<file path="config.mk">
export PLATFORM = sky130hd
export DESIGN_NAME = morse_element_sequencer
export DESIGN_NICKNAME = d
export VERILOG_FILES = /design/src/design/mes_pkg.sv /design/src/design/mes_queue.sv /design/src/design/mes_front.sv /design/src/design/mes_back.sv /design/src/design/morse_element_sequencer.sv
export SDC_FILE = /design/constraint.sdc
export NUM_CORES = 1
export LEC_CHECK = 0
export BUFFER_PORTS_ARGS = -buffer_cell sky130_fd_sc_hd__clkbuf_2
export CAP_MARGIN = 20
export CELL_PAD_IN_SITES_DETAIL_PLACEMENT = 0
export CELL_PAD_IN_SITES_GLOBAL_PLACEMENT = 1
export CORE_ASPECT_RATIO = 1.75
export CORE_UTILIZATION = 44
export DETAILED_ROUTE_END_ITERATION = 12
export PLACE_DENSITY_LB_ADDON = 0.05
export SLEW_MARGIN = 25
export SYNTH_ARGS = -nofsm -noshare
export SYNTH_HDL_FRONTEND = slang
export SYNTH_SLANG_ARGS = --single-unit
export TNS_END_PERCENT = 5
</file>
<file path="constraint.sdc">
create_clock -name clk -period 2.6 [get_ports clk]
set_clock_uncertainty 0.2 [all_clocks]
set_input_delay 0.52 -clock clk [delete_from_list [all_inputs] [get_ports clk]]
set_output_delay 0.52 -clock clk [all_outputs]
set_load 0.01 [all_outputs]
</file>
<file path="src/design/mes_pkg.sv">
`timescale 1ns / 1ps

package mes_pkg;

  localparam int PROSIGN_DEPTH = 4;
  localparam int MAX_ELEMENTS = 8;
  localparam int QUEUE_DEPTH = 4;

  localparam int OP_W = 2;
  localparam int LEN_W = 4;
  localparam int PBITS_W = 8;
  localparam int KIND_W = 2;
  localparam int DUR_W = 24;
  localparam int CFG_IDX_W = 3;

  localparam int ESC_W = $clog2(PROSIGN_DEPTH);
  localparam int CNT_W = $clog2(PROSIGN_DEPTH + 1);
  localparam int EL_W = $clog2(MAX_ELEMENTS);
  localparam int QP_W = $clog2(QUEUE_DEPTH);
  localparam int QC_W = $clog2(QUEUE_DEPTH + 1);

  localparam logic [OP_W-1:0] OP_CHAR = 2'd0;
  localparam logic [OP_W-1:0] OP_SPACE = 2'd1;
  localparam logic [OP_W-1:0] OP_ESCAPE = 2'd2;

  localparam logic [KIND_W-1:0] KIND_DOWN = 2'd0;
  localparam logic [KIND_W-1:0] KIND_UP = 2'd1;
  localparam logic [KIND_W-1:0] KIND_PAUSE = 2'd2;

  localparam logic [CFG_IDX_W-1:0] CFG_DIT = 3'd0;
  localparam logic [CFG_IDX_W-1:0] CFG_DAH = 3'd1;
  localparam logic [CFG_IDX_W-1:0] CFG_ELEMENT_GAP = 3'd2;
  localparam logic [CFG_IDX_W-1:0] CFG_LETTER_GAP = 3'd3;
  localparam logic [CFG_IDX_W-1:0] CFG_WORD_GAP = 3'd4;

  localparam logic [DUR_W-1:0] DIT_RESET = 24'd2880;
  localparam logic [DUR_W-1:0] DAH_RESET = 24'd8640;
  localparam logic [DUR_W-1:0] ELEMENT_GAP_RESET = 24'd2880;
  localparam logic [DUR_W-1:0] LETTER_GAP_RESET = 24'd8640;
  localparam logic [DUR_W-1:0] WORD_GAP_RESET = 24'd20160;

  typedef struct packed {
    logic                    is_space;
    logic [LEN_W-1:0]        len;
    logic [MAX_ELEMENTS-1:0] bits;
  } mes_held_t;

  typedef struct packed {
    logic                    is_space;
    logic [LEN_W-1:0]        len;
    logic [MAX_ELEMENTS-1:0] bits;
    logic                    cont;
    logic                    ends;
  } mes_job_t;

  typedef struct packed {
    logic [DUR_W-1:0] dit;
    logic [DUR_W-1:0] dah;
    logic [DUR_W-1:0] element_gap;
    logic [DUR_W-1:0] letter_gap;
    logic [DUR_W-1:0] word_gap;
  } mes_cfg_t;

endpackage

</file>
<file path="src/design/mes_queue.sv">
`timescale 1ns / 1ps

module mes_queue (
  input  logic             clk,
  input  logic             rst,
  input  logic             push,
  input  mes_pkg::mes_job_t push_data,
  output logic             full,
  input  logic             pop,
  output mes_pkg::mes_job_t pop_data,
  output logic             empty
);
  import mes_pkg::*;

  mes_job_t         entries [QUEUE_DEPTH];
  logic [QP_W-1:0]  wr_ptr;
  logic [QP_W-1:0]  rd_ptr;
  logic [QC_W-1:0]  count;
  logic             do_push;
  logic             do_pop;

  assign full = (count == QC_W'(QUEUE_DEPTH));
  assign empty = (count == '0);
  assign do_push = push && !full;
  assign do_pop = pop && !empty;
  assign pop_data = entries[rd_ptr];

  always_ff @(posedge clk) begin
    if (rst) begin
      wr_ptr <= '0;
      rd_ptr <= '0;
      count <= '0;
    end else begin
      if (do_push) begin
        wr_ptr <= wr_ptr + QP_W'(1);
      end
      if (do_pop) begin
        rd_ptr <= rd_ptr + QP_W'(1);
      end
      if (do_push && !do_pop) begin
        count <= count + QC_W'(1);
      end else if (do_pop && !do_push) begin
        count <= count - QC_W'(1);
      end
    end
  end

  always_ff @(posedge clk) begin
    if (do_push) begin
      entries[wr_ptr] <= push_data;
    end
  end

endmodule

</file>
<file path="src/design/mes_front.sv">
`timescale 1ns / 1ps

module mes_front (
  input  logic                          clk,
  input  logic                          rst,
  input  logic                          in_valid,
  output logic                          in_ready,
  input  logic [mes_pkg::OP_W-1:0]      op,
  input  logic [mes_pkg::LEN_W-1:0]     pattern_length,
  input  logic [mes_pkg::PBITS_W-1:0]   pattern_bits,
  output logic                          q_push,
  output mes_pkg::mes_job_t             q_data,
  input  logic                          q_full
);
  import mes_pkg::*;

  localparam logic ST_IDLE = 1'b0;
  localparam logic ST_FLUSH = 1'b1;

  logic             state;
  logic [ESC_W-1:0] escape_count;
  logic [ESC_W-1:0] held_count;
  logic [ESC_W-1:0] idx;
  logic [CNT_W-1:0] flush_n;
  mes_held_t        held_items [PROSIGN_DEPTH];
  logic [PROSIGN_DEPTH-1:0] emit_mask;

  logic             accept;
  logic             is_text;
  logic             direct;
  logic             hold;
  logic             flush_start;
  logic             flush_step;
  logic             last_idx;
  logic             later_emits;
  logic [LEN_W-1:0] len_sat;
  mes_held_t        new_item;
  logic             new_emits;
  mes_held_t        cur;

  assign in_ready = (state == ST_IDLE) && !q_full;
  assign accept = in_valid && in_ready;
  assign is_text = (op == OP_CHAR) || (op == OP_SPACE);
  assign direct = accept && is_text && (escape_count == '0);
  assign hold = accept && is_text && (escape_count != '0);
  assign flush_start = hold && (held_count >= escape_count);

  always_comb begin
    len_sat = (pattern_length > LEN_W'(MAX_ELEMENTS)) ? LEN_W'(MAX_ELEMENTS) : pattern_length;
    new_item.is_space = (op == OP_SPACE);
    new_item.len = new_item.is_space ? '0 : len_sat;
    new_item.bits = new_item.is_space ? '0 : pattern_bits[MAX_ELEMENTS-1:0];
    new_emits = new_item.is_space || (new_item.len != '0);
  end

  assign cur = held_items[idx];
  assign last_idx = ((CNT_W'(idx) + CNT_W'(1)) == flush_n);
  assign flush_step = (state == ST_FLUSH) && !q_full;

  always_comb begin
    later_emits = 1'b0;
    for (int j = 0; j < PROSIGN_DEPTH; j++) begin
      if (emit_mask[j] && (ESC_W'(j) > idx) && (CNT_W'(j) < flush_n)) begin
        later_emits = 1'b1;
      end
    end
  end

  always_comb begin
    if (state == ST_FLUSH) begin
      q_push = flush_step && emit_mask[idx];
      q_data.is_space = cur.is_space;
      q_data.len = cur.len;
      q_data.bits = cur.bits;
      q_data.cont = !last_idx;
      q_data.ends = !later_emits;
    end else begin
      q_push = direct && new_emits;
      q_data.is_space = new_item.is_space;
      q_data.len = new_item.len;
      q_data.bits = new_item.bits;
      q_data.cont = 1'b0;
      q_data.ends = 1'b1;
    end
  end

  always_ff @(posedge clk) begin
    if (rst) begin
      state <= ST_IDLE;
      escape_count <= '0;
      held_count <= '0;
      idx <= '0;
      flush_n <= '0;
    end else begin
      if (accept && (op == OP_ESCAPE) &&
          ((CNT_W'(escape_count) + CNT_W'(1)) < CNT_W'(PROSIGN_DEPTH))) begin
        escape_count <= escape_count + ESC_W'(1);
      end
      if (hold) begin
        if (flush_start) begin
          escape_count <= '0;
          held_count <= '0;
          state <= ST_FLUSH;
          idx <= '0;
          flush_n <= CNT_W'(held_count) + CNT_W'(1);
        end else begin
          held_count <= held_count + ESC_W'(1);
        end
      end
      if (flush_step) begin
        if (last_idx) begin
          state <= ST_IDLE;
        end else begin
          idx <= idx + ESC_W'(1);
        end
      end
    end
  end

  always_ff @(posedge clk) begin
    if (hold) begin
      held_items[held_count] <= new_item;
      emit_mask[held_count] <= new_emits;
    end
  end

`ifndef SYNTH
  a_push_room: assert property (@(posedge clk) disable iff (rst) q_push |-> !q_full)
    else $error("item pushed into a full queue");
  a_held_bound: assert property (@(posedge clk) disable iff (rst)
    held_count <= escape_count)
    else $error("held item count passed the escape count");
  a_flush_clear: assert property (@(posedge clk) disable iff (rst)
    (state == ST_FLUSH) |-> (escape_count == '0) && (held_count == '0))
    else $error("prosign state not cleared during flush");
`endif

endmodule

</file>
<file path="src/design/mes_back.sv">
`timescale 1ns / 1ps

module mes_back (
  input  logic                          clk,
  input  logic                          rst,
  input  logic                          q_empty,
  output logic                          q_pop,
  input  mes_pkg::mes_job_t             q_data,
  input  mes_pkg::mes_cfg_t             cfg,
  output logic                          out_valid,
  input  logic                          out_ready,
  output logic [mes_pkg::KIND_W-1:0]    event_kind,
  output logic [mes_pkg::DUR_W-1:0]     duration,
  output logic                          last
);
  import mes_pkg::*;

  logic             busy;
  mes_job_t         job;
  logic [EL_W-1:0]  elem;
  logic             phase;

  logic             fire;
  logic             elem_last;
  logic             done;
  logic [KIND_W-1:0] kind_next;
  logic [DUR_W-1:0] duration_next;
  logic             last_next;
  logic [DUR_W-1:0] pause_dur;

  assign q_pop = !busy && !q_empty;
  assign fire = busy && (!out_valid || out_ready);
  assign elem_last = ((LEN_W'(elem) + LEN_W'(1)) == job.len);
  assign pause_dur = (cfg.word_gap > cfg.letter_gap) ? (cfg.word_gap - cfg.letter_gap) : '0;

  always_comb begin
    if (job.is_space) begin
      kind_next = KIND_PAUSE;
      duration_next = pause_dur;
      last_next = job.ends;
      done = 1'b1;
    end else if (!phase) begin
      kind_next = KIND_DOWN;
      duration_next = job.bits[elem] ? cfg.dah : cfg.dit;
      last_next = 1'b0;
      done = 1'b0;
    end else begin
      kind_next = KIND_UP;
      duration_next = (!elem_last || job.cont) ? cfg.element_gap : cfg.letter_gap;
      last_next = job.ends && elem_last;
      done = elem_last;
    end
  end

  always_ff @(posedge clk) begin
    if (rst) begin
      busy <= 1'b0;
      out_valid <= 1'b0;
    end else begin
      if (q_pop) begin
        busy <= 1'b1;
        job <= q_data;
        elem <= '0;
        phase <= 1'b0;
      end
      if (fire) begin
        out_valid <= 1'b1;
        event_kind <= kind_next;
        duration <= duration_next;
        last <= last_next;
        if (done) begin
          busy <= 1'b0;
        end else if (phase) begin
          phase <= 1'b0;
          elem <= elem + EL_W'(1);
        end else begin
          phase <= 1'b1;
        end
      end else if (out_ready) begin
        out_valid <= 1'b0;
      end
    end
  end

`ifndef SYNTH
  a_job_emits: assert property (@(posedge clk) disable iff (rst)
    busy && !job.is_space |-> job.len != '0)
    else $error("character without elements reached the back end");
  a_elem_range: assert property (@(posedge clk) disable iff (rst)
    busy && !job.is_space |-> LEN_W'(elem) < job.len)
    else $error("element index ran past the pattern length");
`endif

endmodule

</file>
<file path="src/design/morse_element_sequencer.sv">
`timescale 1ns / 1ps

// Channel   Handshake            Payload
// input     in_valid/in_ready    op, pattern_length, pattern_bits
// output    out_valid/out_ready  event_kind, duration, last
// config    cfg_write            cfg_index, cfg_data
//
// A character of n elements gives 2n events, one per cycle unless out_ready stalls the output,
// after the job is loaded into the element sequencer; a word space gives one event.
// A completed prosign is replayed from the hold store at one held item per cycle while the
// job queue is not full, and no input item is taken during that replay or while the queue is full.
// Reset is synchronous and clears the prosign state, the queue and the output.
// The output register holds its event while out_ready is low.

module morse_element_sequencer (
  input  logic                          clk,
  input  logic                          rst,
  input  logic                          in_valid,
  output logic                          in_ready,
  input  logic [mes_pkg::OP_W-1:0]      op,
  input  logic [mes_pkg::LEN_W-1:0]     pattern_length,
  input  logic [mes_pkg::PBITS_W-1:0]   pattern_bits,
  output logic                          out_valid,
  input  logic                          out_ready,
  output logic [mes_pkg::KIND_W-1:0]    event_kind,
  output logic [mes_pkg::DUR_W-1:0]     duration,
  output logic                          last,
  input  logic                          cfg_write,
  input  logic [mes_pkg::CFG_IDX_W-1:0] cfg_index,
  input  logic [mes_pkg::DUR_W-1:0]     cfg_data
);
  import mes_pkg::*;

  mes_cfg_t cfg;
  mes_job_t push_data;
  mes_job_t pop_data;
  logic     q_push;
  logic     q_full;
  logic     q_pop;
  logic     q_empty;

  always_ff @(posedge clk) begin
    if (rst) begin
      cfg.dit <= DIT_RESET;
      cfg.dah <= DAH_RESET;
      cfg.element_gap <= ELEMENT_GAP_RESET;
      cfg.letter_gap <= LETTER_GAP_RESET;
      cfg.word_gap <= WORD_GAP_RESET;
    end else if (cfg_write) begin
      case (cfg_index)
        CFG_DIT: cfg.dit <= cfg_data;
        CFG_DAH: cfg.dah <= cfg_data;
        CFG_ELEMENT_GAP: cfg.element_gap <= cfg_data;
        CFG_LETTER_GAP: cfg.letter_gap <= cfg_data;
        CFG_WORD_GAP: cfg.word_gap <= cfg_data;
        default: ;
      endcase
    end
  end

  mes_front u_front (
    .clk            (clk),
    .rst            (rst),
    .in_valid       (in_valid),
    .in_ready       (in_ready),
    .op             (op),
    .pattern_length (pattern_length),
    .pattern_bits   (pattern_bits),
    .q_push         (q_push),
    .q_data         (push_data),
    .q_full         (q_full)
  );

  mes_queue u_queue (
    .clk       (clk),
    .rst       (rst),
    .push      (q_push),
    .push_data (push_data),
    .full      (q_full),
    .pop       (q_pop),
    .pop_data  (pop_data),
    .empty     (q_empty)
  );

  mes_back u_back (
    .clk        (clk),
    .rst        (rst),
    .q_empty    (q_empty),
    .q_pop      (q_pop),
    .q_data     (pop_data),
    .cfg        (cfg),
    .out_valid  (out_valid),
    .out_ready  (out_ready),
    .event_kind (event_kind),
    .duration   (duration),
    .last       (last)
  );

endmodule

</file>
Word level (Yosys, flattened, before mapping). Memories as Yosys holds them, arrays and structs flattened. A register that Yosys moved wholly into a read port is not among the register bits. Index checks and enable logic that the tools add are counted.

Register bits after elaboration: 174. Memory bits (writable): 112. Input bits: 46. Memories kept: 2.

Memories: u_queue.entries (depth 4, bits a word 15, rd ports 1, clocked after memory_dff 1, wr ports 1, line mes_queue.sv:15) `mes_job_t entries [QUEUE_DEPTH];`; u_front.held_items (depth 4, bits a word 13, rd ports 1, clocked after memory_dff 1, wr ports 1, line mes_front.sv:25) `mes_held_t held_items [PROSIGN_DEPTH];`.

$add $sub $neg: 13. Magnitude comparators: 16. Eq/ne operators: 9. Mux-type cells: 58. Bitwise operators: 2. Reduce and logical (&&, ||, !) cells: 56.

Operators by type and width (number): two-way mux 24 bit (5); two-way mux 1 bit (30); logical AND 1 bit (27); > comparator 24 bit (1); subtractor 24 bit (1); two-way mux 2 bit (9); two-way mux 3 bit (6); AND reduction 2 bit (8); two-way mux 15 bit (1); adder 2 x 1 -> 2 bit, second input constant (5); adder 2 x 1 -> 3 bit, second input constant (3); logical NOT 1 bit (9); two-way mux 4 bit (2); two-way mux 8 bit (1); adder 3 x 1 -> 3 bit, second input constant (2); == test 3 x 2 -> 1 bit, second input constant (2); == test 3 bit, second input constant (2); logical NOT 3 bit (2); less-than comparator 1 x 3 -> 1 bit, first input constant (2); less-than comparator 2 x 3 -> 1 bit, first input constant (2); less-than comparator 2 x 3 -> 1 bit, second input constant (2); nonzero test 2 bit (3); adder 3 x 1 -> 4 bit, second input constant (1); bitwise mux 4 bit (1); other kinds (20) (27).

Depth between registers and ports, before layout. Gate-level depths: netlist of run 1.

Word-level depth: 13. Gate-level depth with buffers: 12. Gate-level depth less buffers: 11.

Modules after synthesis. Synthesis of run 1 repeated with hierarchy kept, for this count alone.

Cell total of the unflattened synthesis: 1202. Area, all modules: 14780.4 µm².

By module, submodules not included: morse_element_sequencer (instances 1, cells each 430, area an instance 4738.3 µm², sequential area each 2402.3 µm²); mes_back (instances 1, cells each 455, area an instance 4294.1 µm², sequential area each 1421.4 µm²); mes_front (instances 1, cells each 191, area an instance 3101.7 µm², sequential area each 1881.8 µm²); mes_queue (instances 1, cells each 126, area an instance 2646.3 µm², sequential area each 1981.9 µm²).

Worst setup path after synthesis of run 1. No wires, ideal clock.

Kind: register to register. Start point: reg, netlist name cfg[0]. End point: reg u_back.duration[22] (netlist bit), data pin. Setup time: 273 ps. Data arrival time: 2301 ps. Setup slack: -175 ps. Stages on the path, launching flop included: 11. Path through: dfxtp_1 inv_1 ha_1 inv_1 fa_1 a21o_1 a221o_2 a211oi_4 o21ai_2 a211oi_1 o32ai_2.

Cells in the longest elaborated chain, start to end: 3.

Ends and longest elaborated chain: subtractor 24 bit or > comparator 24 bit (tied branches) (line mes_back.sv:34) `assign pause_dur = (cfg.word_gap > cfg.letter_gap) ? (cfg.word_gap - cfg.letter_gap) : '0;`; two-way mux 24 bit * (line mes_back.sv:34); two-way mux 24 bit * (line mes_back.sv:37) `if (job.is_space) begin`; net u_back.duration_next[22] (line mes_back.sv:27) `logic [DUR_W-1:0] duration_next;`; end signal: assignment (line mes_back.sv:69) `duration <= duration_next;`; end: declaration (line mes_back.sv:13) `output logic [mes_pkg::DUR_W-1:0] duration,`.

The timed path passes the listed nets; every way through them passes the cells marked *. A chain may end at the register's enable or synchronous reset.

Worst setup path after layout of run 1.
Start point: reg, netlist name cfg[0]. End point: reg u_back.duration[12] (netlist bit), data pin.

Cells in the longest elaborated chain, start to end: 3.

Ends and longest elaborated chain (line): subtractor 24 bit or > comparator 24 bit (tied branches) (mes_back.sv:34); two-way mux 24 bit * (mes_back.sv:34); two-way mux 24 bit * (mes_back.sv:37); net u_back.duration_next[12] (mes_back.sv:27).

Marked as above.

==> summary.txt, run 1 <==
Run status
  • Status: complete, but fails checks
  • Violated checks: setup timing

Clock tree
  • Clock Sinks: 301
  • Clk slew on worst S/H paths: 0.07 ns
  • CTS tree: built
  • CTS H-Tree Depth: 1
  • CTS buffer count: 29
  • Worst skew pair latency: 0.56 ns
  • Max Root-Sink Buffers: 3
  • Hold_buf cts: 0
  • Root Driver: clkbuf_16

Detailed routing
  • DR top layer: met4
  • WL/cell: 18.5 um
  • Iteration-0 DRC count of the detailed router: 387
  • Vias per cell: 5.24
  • Met1 WL: 13,200 um
  • WL met2: 18,900 um
  • DRC viols: 0
  • Met3 wire length: 908 um
  • Via count: 9,719
  • Final wirelength: 34,300 um
  • Final ANT Viol Nets: 0
  • Pre-antenna DRT Iters: 4

Timing
  • Final setup viols: 24
  • RSZ-0062 raised after global routing: yes
  • Slew Limit Fails: 0
  • Fin. Hold Viols: 0
  • Tmin final: 2.80 ns
  • Slew @ Worst Pin: 0.882 ns
  • Fin Hold WS: 0.0364 ns
  • Final Cycle Share: 1.08
  • Final worst setup slack: -0.199 ns
  • Worst rel slew slack: 0.407
  • Fmax: 357 MHz

Hold path
  • WHS Path Cells: 2
  • Worst Hold Path EP: cfg[106]
  • Min-Delay Path Class: in2reg
  • HP Start: rst

Yosys
  • Syn_nets: 1,366
  • Sequential element share of the synthesized area: 0.553
  • Synth area leader: edfxtp_1
  • Synth Area in Compound Gates: 0.109
  • Synth Area in Simple Gates: 0.140
  • Unique masters post-synth: 68
  • Synth Area in Adders: 0.0400
  • Yosys warns: 0
  • Post-Syn Instances: 1,277
  • EDFF count, synth: 162
  • Synth top area cells: edfxtp_1 35%, dfxtp_1 20%, nand2_1 7.3%
  • Xor/xnor share of the synthesized area: 0.0181
  • Asr flop ratio synth: 0
  • Ys flop type: edfxtp_1
  • Synth Register Bits: 301
  • Mapped Avg Cell Area: 10.8 sq um
  • Mapped cell area: 13,800 sq um
  • Largest family of logic cells by synthesized area: simple AND/OR/NAND/NOR gates
  • Share of the synthesized area in the top cell type: 0.352
  • Mux cell area share after synthesis: 0.102

Floorplanning
  • Std-Cell Rows: 85
  • Ports: 75
  • Die H: 236 um
  • Initial Util: 0.448
  • Die Span X: 136 um
  • Die area: 32,100 sq um
  • Core Box Area: 30,800 sq um

Worst setup path
  • R2R cell count: 11
  • Req. time, crit path: 2.70 ns
  • CP Class: reg2reg
  • Worst R2R End: u_back.duration[12]
  • CP Max Fanout: 3
  • FF-to-FF Start: cfg[0]
  • Crit start category: flip-flop
  • Critical Path AT: 2.89 ns
  • Reg2Reg Setup Slack: -0.20 ns
  • Worst Setup End Kind: flip-flop

GRT
  • Vias in the first global route: 9,966
  • GRT Total Usage: 0.222
  • Initial antenna violation count: 0
  • Gr ovfl total: 0
  • Global-route wire length before repair: 54,700 um
  • Largest net degree at the start of global routing: 112

Pwr
  • Power per cell area: 781 nW/um^2
  • Max VDD drop: 0.603 mV
  • LEAKAGE: 0.00613 uW

Place
  • GP Congestion: 0.830
  • Final HPWL DP: 24,900 um
  • # placed instances: 1,797
  • PortBufs: 74
  • Cell Area, Placed: 15,500 sq um

Layout
  • Design area: 16,500 sq um
  • Share of cells above drive strength 1: 0.226
  • Filler cell count in the final layout: 2,821
  • Ant. Diodes: 0
  • Layout area overhead: 19.5%
  • Nets: 1,529
  • Finished Layout Cells: 1,854

Flow run
  • Max Cap Violations: 0
layer usage:
layer / up-vias / global-route usage
met3: 59 / 0.0226
li1: 4877 / -
met1: 4634 / 0.247
met2: 149 / 0.421
met5: - / 0
met4: 0 / 0.0892
kinds of logic after synthesis:
group	Yosys count
AO/OA/AOI/OAI	251
AND/OR/NAND/NOR	439
adder cells (fa/ha/maj)	43
multiplexers	97
flip-flops	301
buffers and inverters	119
XOR/XNOR	27
synth_stat cells, drive strengths merged (3+ instances only):
master and count:
nand2b 10, xor2 10, a21oi 146, o211ai 7
o32ai 8, o21ai 27, nor3 13, and2 25
and3 5, or3 3, mux2 32, dfxtp 139
inv 41, o22ai 10, buf 23, nand2 269
a211oi 11, xnor2 16, clkbuf 55, a21o 10
nor2 50, a211o 6, edfxtp 162, nand4 9
ha 41, nand3 29, mux2i 34, o21a 5
nand3b 3, mux4 31, nor2b 12, nor3b 4
cell usage in the layout (no fill, tap or decap), types with 9 or more instances in the layout:
master,instances
buf_4,127
and2_1,25
mux2_2,19
a21oi_1,145
edfxtp_1,162
nor2b_1,12
dfxtp_1,137
nor3_1,12
o22ai_1,10
nand2_1,269
mux2i_1,33
nand2b_1,10
o21ai_1,12
buf_12,10
mux2_1,13
a21o_1,10
mux4_2,31
inv_1,38
o21ai_0,14
xor2_1,10
clkbuf_2,73
xnor2_1,16
nand3_1,28
a211oi_1,9
clkbuf_16,29
nand4_1,9
nor2_1,49
ha_1,39
worst max path at each step:
| stage | from | end | depth (start not counted) |
|---|---|---|---|
| global route | cfg[0] | u_back.duration[22] | 10 |
| CTS | cfg[0] | u_back.duration[22] | 10 |
| global placement | cfg[0] | u_back.duration[22] | 10 |
| floorplan | cfg[0] | u_back.duration[17] | 11 |
| detailed placement | cfg[0] | u_back.duration[22] | 10 |
| finish | cfg[0] | u_back.duration[12] | 11 |
critical path, stage by stage, from the launching register on:
cell	delay [ns]
dfxtp_2	0.33
inv_2	0.06
ha_4	0.13
inv_2	0.03
fa_2	0.33
a21o_1	0.18
a221o_2	0.46
a211oi_4	0.33
buf_4	0.17
buf_4	0.09
xor2_1	0.14
o22ai_1	0.09
layout make-up:
cell class / count / area [sq um] / share of cell area
sequential: 301 / 7650 / 0.463
multi-input combinational: 857 / 5720 / 0.346
timing repair buffer: 210 / 1520 / 0.0920
clock buffer: 33 / 741 / 0.0448
tap: 391 / 489 / 0.0296
clock inverter: 21 / 244 / 0.0148
inverter: 41 / 154 / 0.00932
flip-flops by register name (all words and copies together), names as in the netlist, 2 cells and up:
register              flops
u_queue.entries          60
u_queue.count             3
cfg                     120
u_front.idx               2
u_back.duration          24
u_front.flush_n           3
u_back.job               15
u_back.event_kind         2
u_back.elem               3
u_queue.wr_ptr            2
u_front.emit_mask         4
u_front.held_count        2
u_front.escape_count      2
u_front.held_items       52
u_queue.rd_ptr            2
power breakdown:
part	internal (uW)	switching (uW)	leakage, uW
clock network	2550	1860	0.000464
registers	5440	130	0.00260
logic	1330	1600	0.00306
total	9320	3590	0.00613
repair_timing:
action	in CTS	in global routing
pin swaps	11	8
setup endpoints to repair	24	27
setup buffers	1	2
resized for setup	9	6
metrics by stage:
stage                      util  setup TNS [ns]  setup WS [ns]  power, uW
after floorplan               -           -1.53         -0.100       7580
after detailed placement  0.501           -4.88         -0.292       8620
after CTS                 0.534           -3.25         -0.227      13100
after global placement    0.501           -3.81         -0.268       8590
after global routing      0.536           -5.41         -0.307      13500
final                     0.536           -2.64         -0.199      12900
No activity file was read; power rests on OpenSTA's default activity.
==> inputs of run 2 (changes only) <==
==> constraint.sdc (replaced) <==
create_clock -name clk -period 2.6 [get_ports clk]
set_clock_uncertainty 0.2 [all_clocks]
set_input_delay 0.13 -clock clk [delete_from_list [all_inputs] [get_ports clk]]
set_output_delay 0.13 -clock clk [all_outputs]
set_load 0.01 [all_outputs]
==> run 2 against run 1 <==
The run still ends with setup timing left. Worst setup slack better by 0.014 ns. Die area is the same. Sequential cell count is the same. Non-clock buffer count up 27. Power shrank 0.78%. Wire length is 0.66% higher. Sequential power barely moved. Clock power decreased by 3%. Clock-buffer cell count up 5. Global-route usage decreased by 0.27 points. Largest cell class unchanged.
==> summary.txt, run 2 (synthesized netlist as in run 1, its figures left out) <==
Run status
  • Status: complete, but fails checks
  • Violated checks: setup timing

Pwr
  • LEAKAGE: 0.00622 uW (+1.5%)
  • Max VDD drop: 0.723 mV (+20%)
  • Power per cell area: 760 nW/um^2 (-2.7%)

Timing
  • Worst rel slew slack: 0.326 (-0.0814)
  • Fin. Hold Viols: 0 (unchanged)
  • Final setup viols: 24 (unchanged)
  • Final worst setup slack: -0.185 ns (+0.0136 ns)
  • Slew Limit Fails: 0 (unchanged)
  • Fmax: 359 MHz (+0.49%)
  • RSZ-0062 raised after global routing: yes
  • Final Cycle Share: 1.07 (-0.00522)
  • Slew @ Worst Pin: 1.01 ns (+0.129 ns)
  • Tmin final: 2.79 ns (-0.0136 ns)

Flow run
  • Max Cap Violations: 0 (unchanged)

Detailed routing
  • DRC viols: 0 (unchanged)
  • Via count: 9,773 (+0.56%)
  • WL/cell: 18.4 um (-0.63%)
  • Iteration-0 DRC count of the detailed router: 458 (+18%)
  • Vias per cell: 5.20 (-0.73%)
  • Final ANT Viol Nets: 0 (unchanged)
  • Final wirelength: 34,500 um (+0.66%)
  • Pre-antenna DRT Iters: 5 (+1)

Hold path
  • Min-Delay Path Class: in2reg

Layout
  • Biggest register: cfg
  • Nets: 1,555 (+1.7%)
  • Most frequent cells in the layout: 267 x nand2_1, 162 x edfxtp_1, 141 x a21oi_1, 137 x dfxtp_1, 108 x buf_4
  • Layout area overhead: 21.9%
  • Top Registers: cfg: 120 flops, u_queue.entries: 60 flops, u_front.held_items: 52 flops
  • Ant. Diodes: 0 (unchanged)
  • Commonest non-fill, non-tap cell in the layout: nand2_1
  • Share of cells above drive strength 1: 0.217 (-0.00902)
  • Post-layout util: 0.546 (+0.0107)
  • Max reg flops: 120 (unchanged)
  • Finished Layout Cells: 1,878 (+1.3%)
  • Design area: 16,800 sq um (+2.0%)

Place
  • GP Congestion: 0.862 (+3.9%)
  • PortBufs: 74 (unchanged)
  • # placed instances: 1,777 (-1.1%)
  • Cell Area, Placed: 15,300 sq um (-1.4%)
  • Final HPWL DP: 24,800 um (-0.43%)

GRT
  • Initial antenna violation count: 0 (unchanged)
  • Vias in the first global route: 9,773 (-1.9%)
  • GRT Total Usage: 0.219 (-0.00270)
  • Gr ovfl total: 0 (unchanged)
  • Global-route wire length before repair: 53,800 um (-1.6%)
  • Largest net degree at the start of global routing: 69 (-38%)

Clock tree
  • CTS tree: built
  • Worst skew pair latency: 0.56 ns (about the same)
  • CTS H-Tree Depth: 1 (unchanged)
  • Clock Sinks: 301 (unchanged)
  • CTS buffer count: 28 (-3.4%)
  • Root Driver: clkbuf_16
  • Clk slew on worst S/H paths: 0.07 ns (about the same)
  • Post-CTS setup buffer count: 0 (-1)
  • Max Root-Sink Buffers: 3 (unchanged)

Floorplanning
  • Std-Cell Rows: 85 (unchanged)
  • Ports: 75 (unchanged)
  • Die Span X: 136 um (unchanged)
  • Die H: 236 um (unchanged)
  • Initial Util: 0.448 (unchanged)
  • Die area: 32,100 sq um (unchanged)
  • Core Box Area: 30,800 sq um (unchanged)

Worst setup path
  • Worst R2R End: u_back.duration[22]
  • FF-to-FF Start: cfg[0]
  • Reg2Reg Setup Slack: -0.19 ns (about the same)
  • R2R cell count: 10 (-1)
  • CP Max Fanout: 4 (+1)
  • Req. time, crit path: 2.78 ns (+0.08 ns)
  • Critical Path Source: cfg[0]
  • Crit start category: flip-flop
  • Worst Setup End Kind: flip-flop
  • Critical Path AT: 2.96 ns (+0.07 ns)
  • CP Class: reg2reg
  • Worst setup path end: u_back.duration[22]
run 2: worst max-delay path: stages, from the launching register on:
cell and delay, ns:
dfxtp_2 0.33, inv_2 0.06, ha_4 0.13, inv_2 0.03, fa_2 0.33, a21o_1 0.18
a221o_2 0.43, a211oi_4 0.32, o21ai_4 0.14, a22o_1 0.21, o32ai_2 0.23
run 2: power by group:
group | total (uW) | internal (uW) | switching (uW)
registers | 5570 | 5440 | 136
clock network | 4270 | 2460 | 1820
logic | 2960 | 1360 | 1600
run 2: worst min path at each step:
stage | start | end | depth (start not counted)
6_report | cfg_data[0] | cfg[0] | 4
5_1_grt | cfg_data[0] | cfg[0] | 4
4_1_cts | cfg_data[10] | cfg[10] | 4
3_5_place_dp | cfg_data[21] | cfg[69] | 3
3_3_place_gp | cfg_data[21] | cfg[69] | 3
2_1_floorplan | cfg_data[6] | cfg[102] | 2
run 2: area by class of cell:
| class | instances | area (sq um) |
|---|---|---|
| clock buffers | 38 | 801 |
| clock inverters | 13 | 150 |
| fillers | 2765 | 14000 |
| inverters | 41 | 154 |
| multi-input cells | 857 | 5790 |
| flip-flops and latches | 301 | 7650 |
| well taps | 391 | 489 |
| repair buffers | 237 | 1810 |
run 2: timing repair:
| action | in CTS | in global routing |
|---|---|---|
| resized for setup | 3 | 32 |
| pin swaps | 1 | 7 |
| hold endpoints to repair | 202 | 0 |
| endpoints found under the setup margin | 24 | 71 |
| hold buffers | 49 | 0 |
| gates cloned | 0 | 1 |
run 2: metal layers:
| layer | routed length (um) | share of wire | track usage |
|---|---|---|---|
| met5 | 0 | 0 | 0 |
| met4 | 973 | 0.028 | 0.0734 |
| met3 | 868 | 0.025 | 0.0221 |
| met2 | 19100 | 0.55 | 0.420 |
| met1 | 13500 | 0.39 | 0.246 |
run 2: stage by stage:
| step | total power (uW) | setup slack, ns | setup TNS [ns] | hold WS, ns |
|---|---|---|---|---|
| after CTS | 12900 | -0.205 | -3.15 | 0.190 |
| after floorplan | 7550 | -0.0151 | -0.0881 | 0.0540 |
| after global placement | 8520 | -0.183 | -2.43 | 0.224 |
| after detailed placement | 8560 | -0.242 | -3.35 | 0.240 |
| after global routing | 13400 | -0.266 | -4.37 | 0.219 |
| final | 12800 | -0.185 | -2.75 | 0.214 |
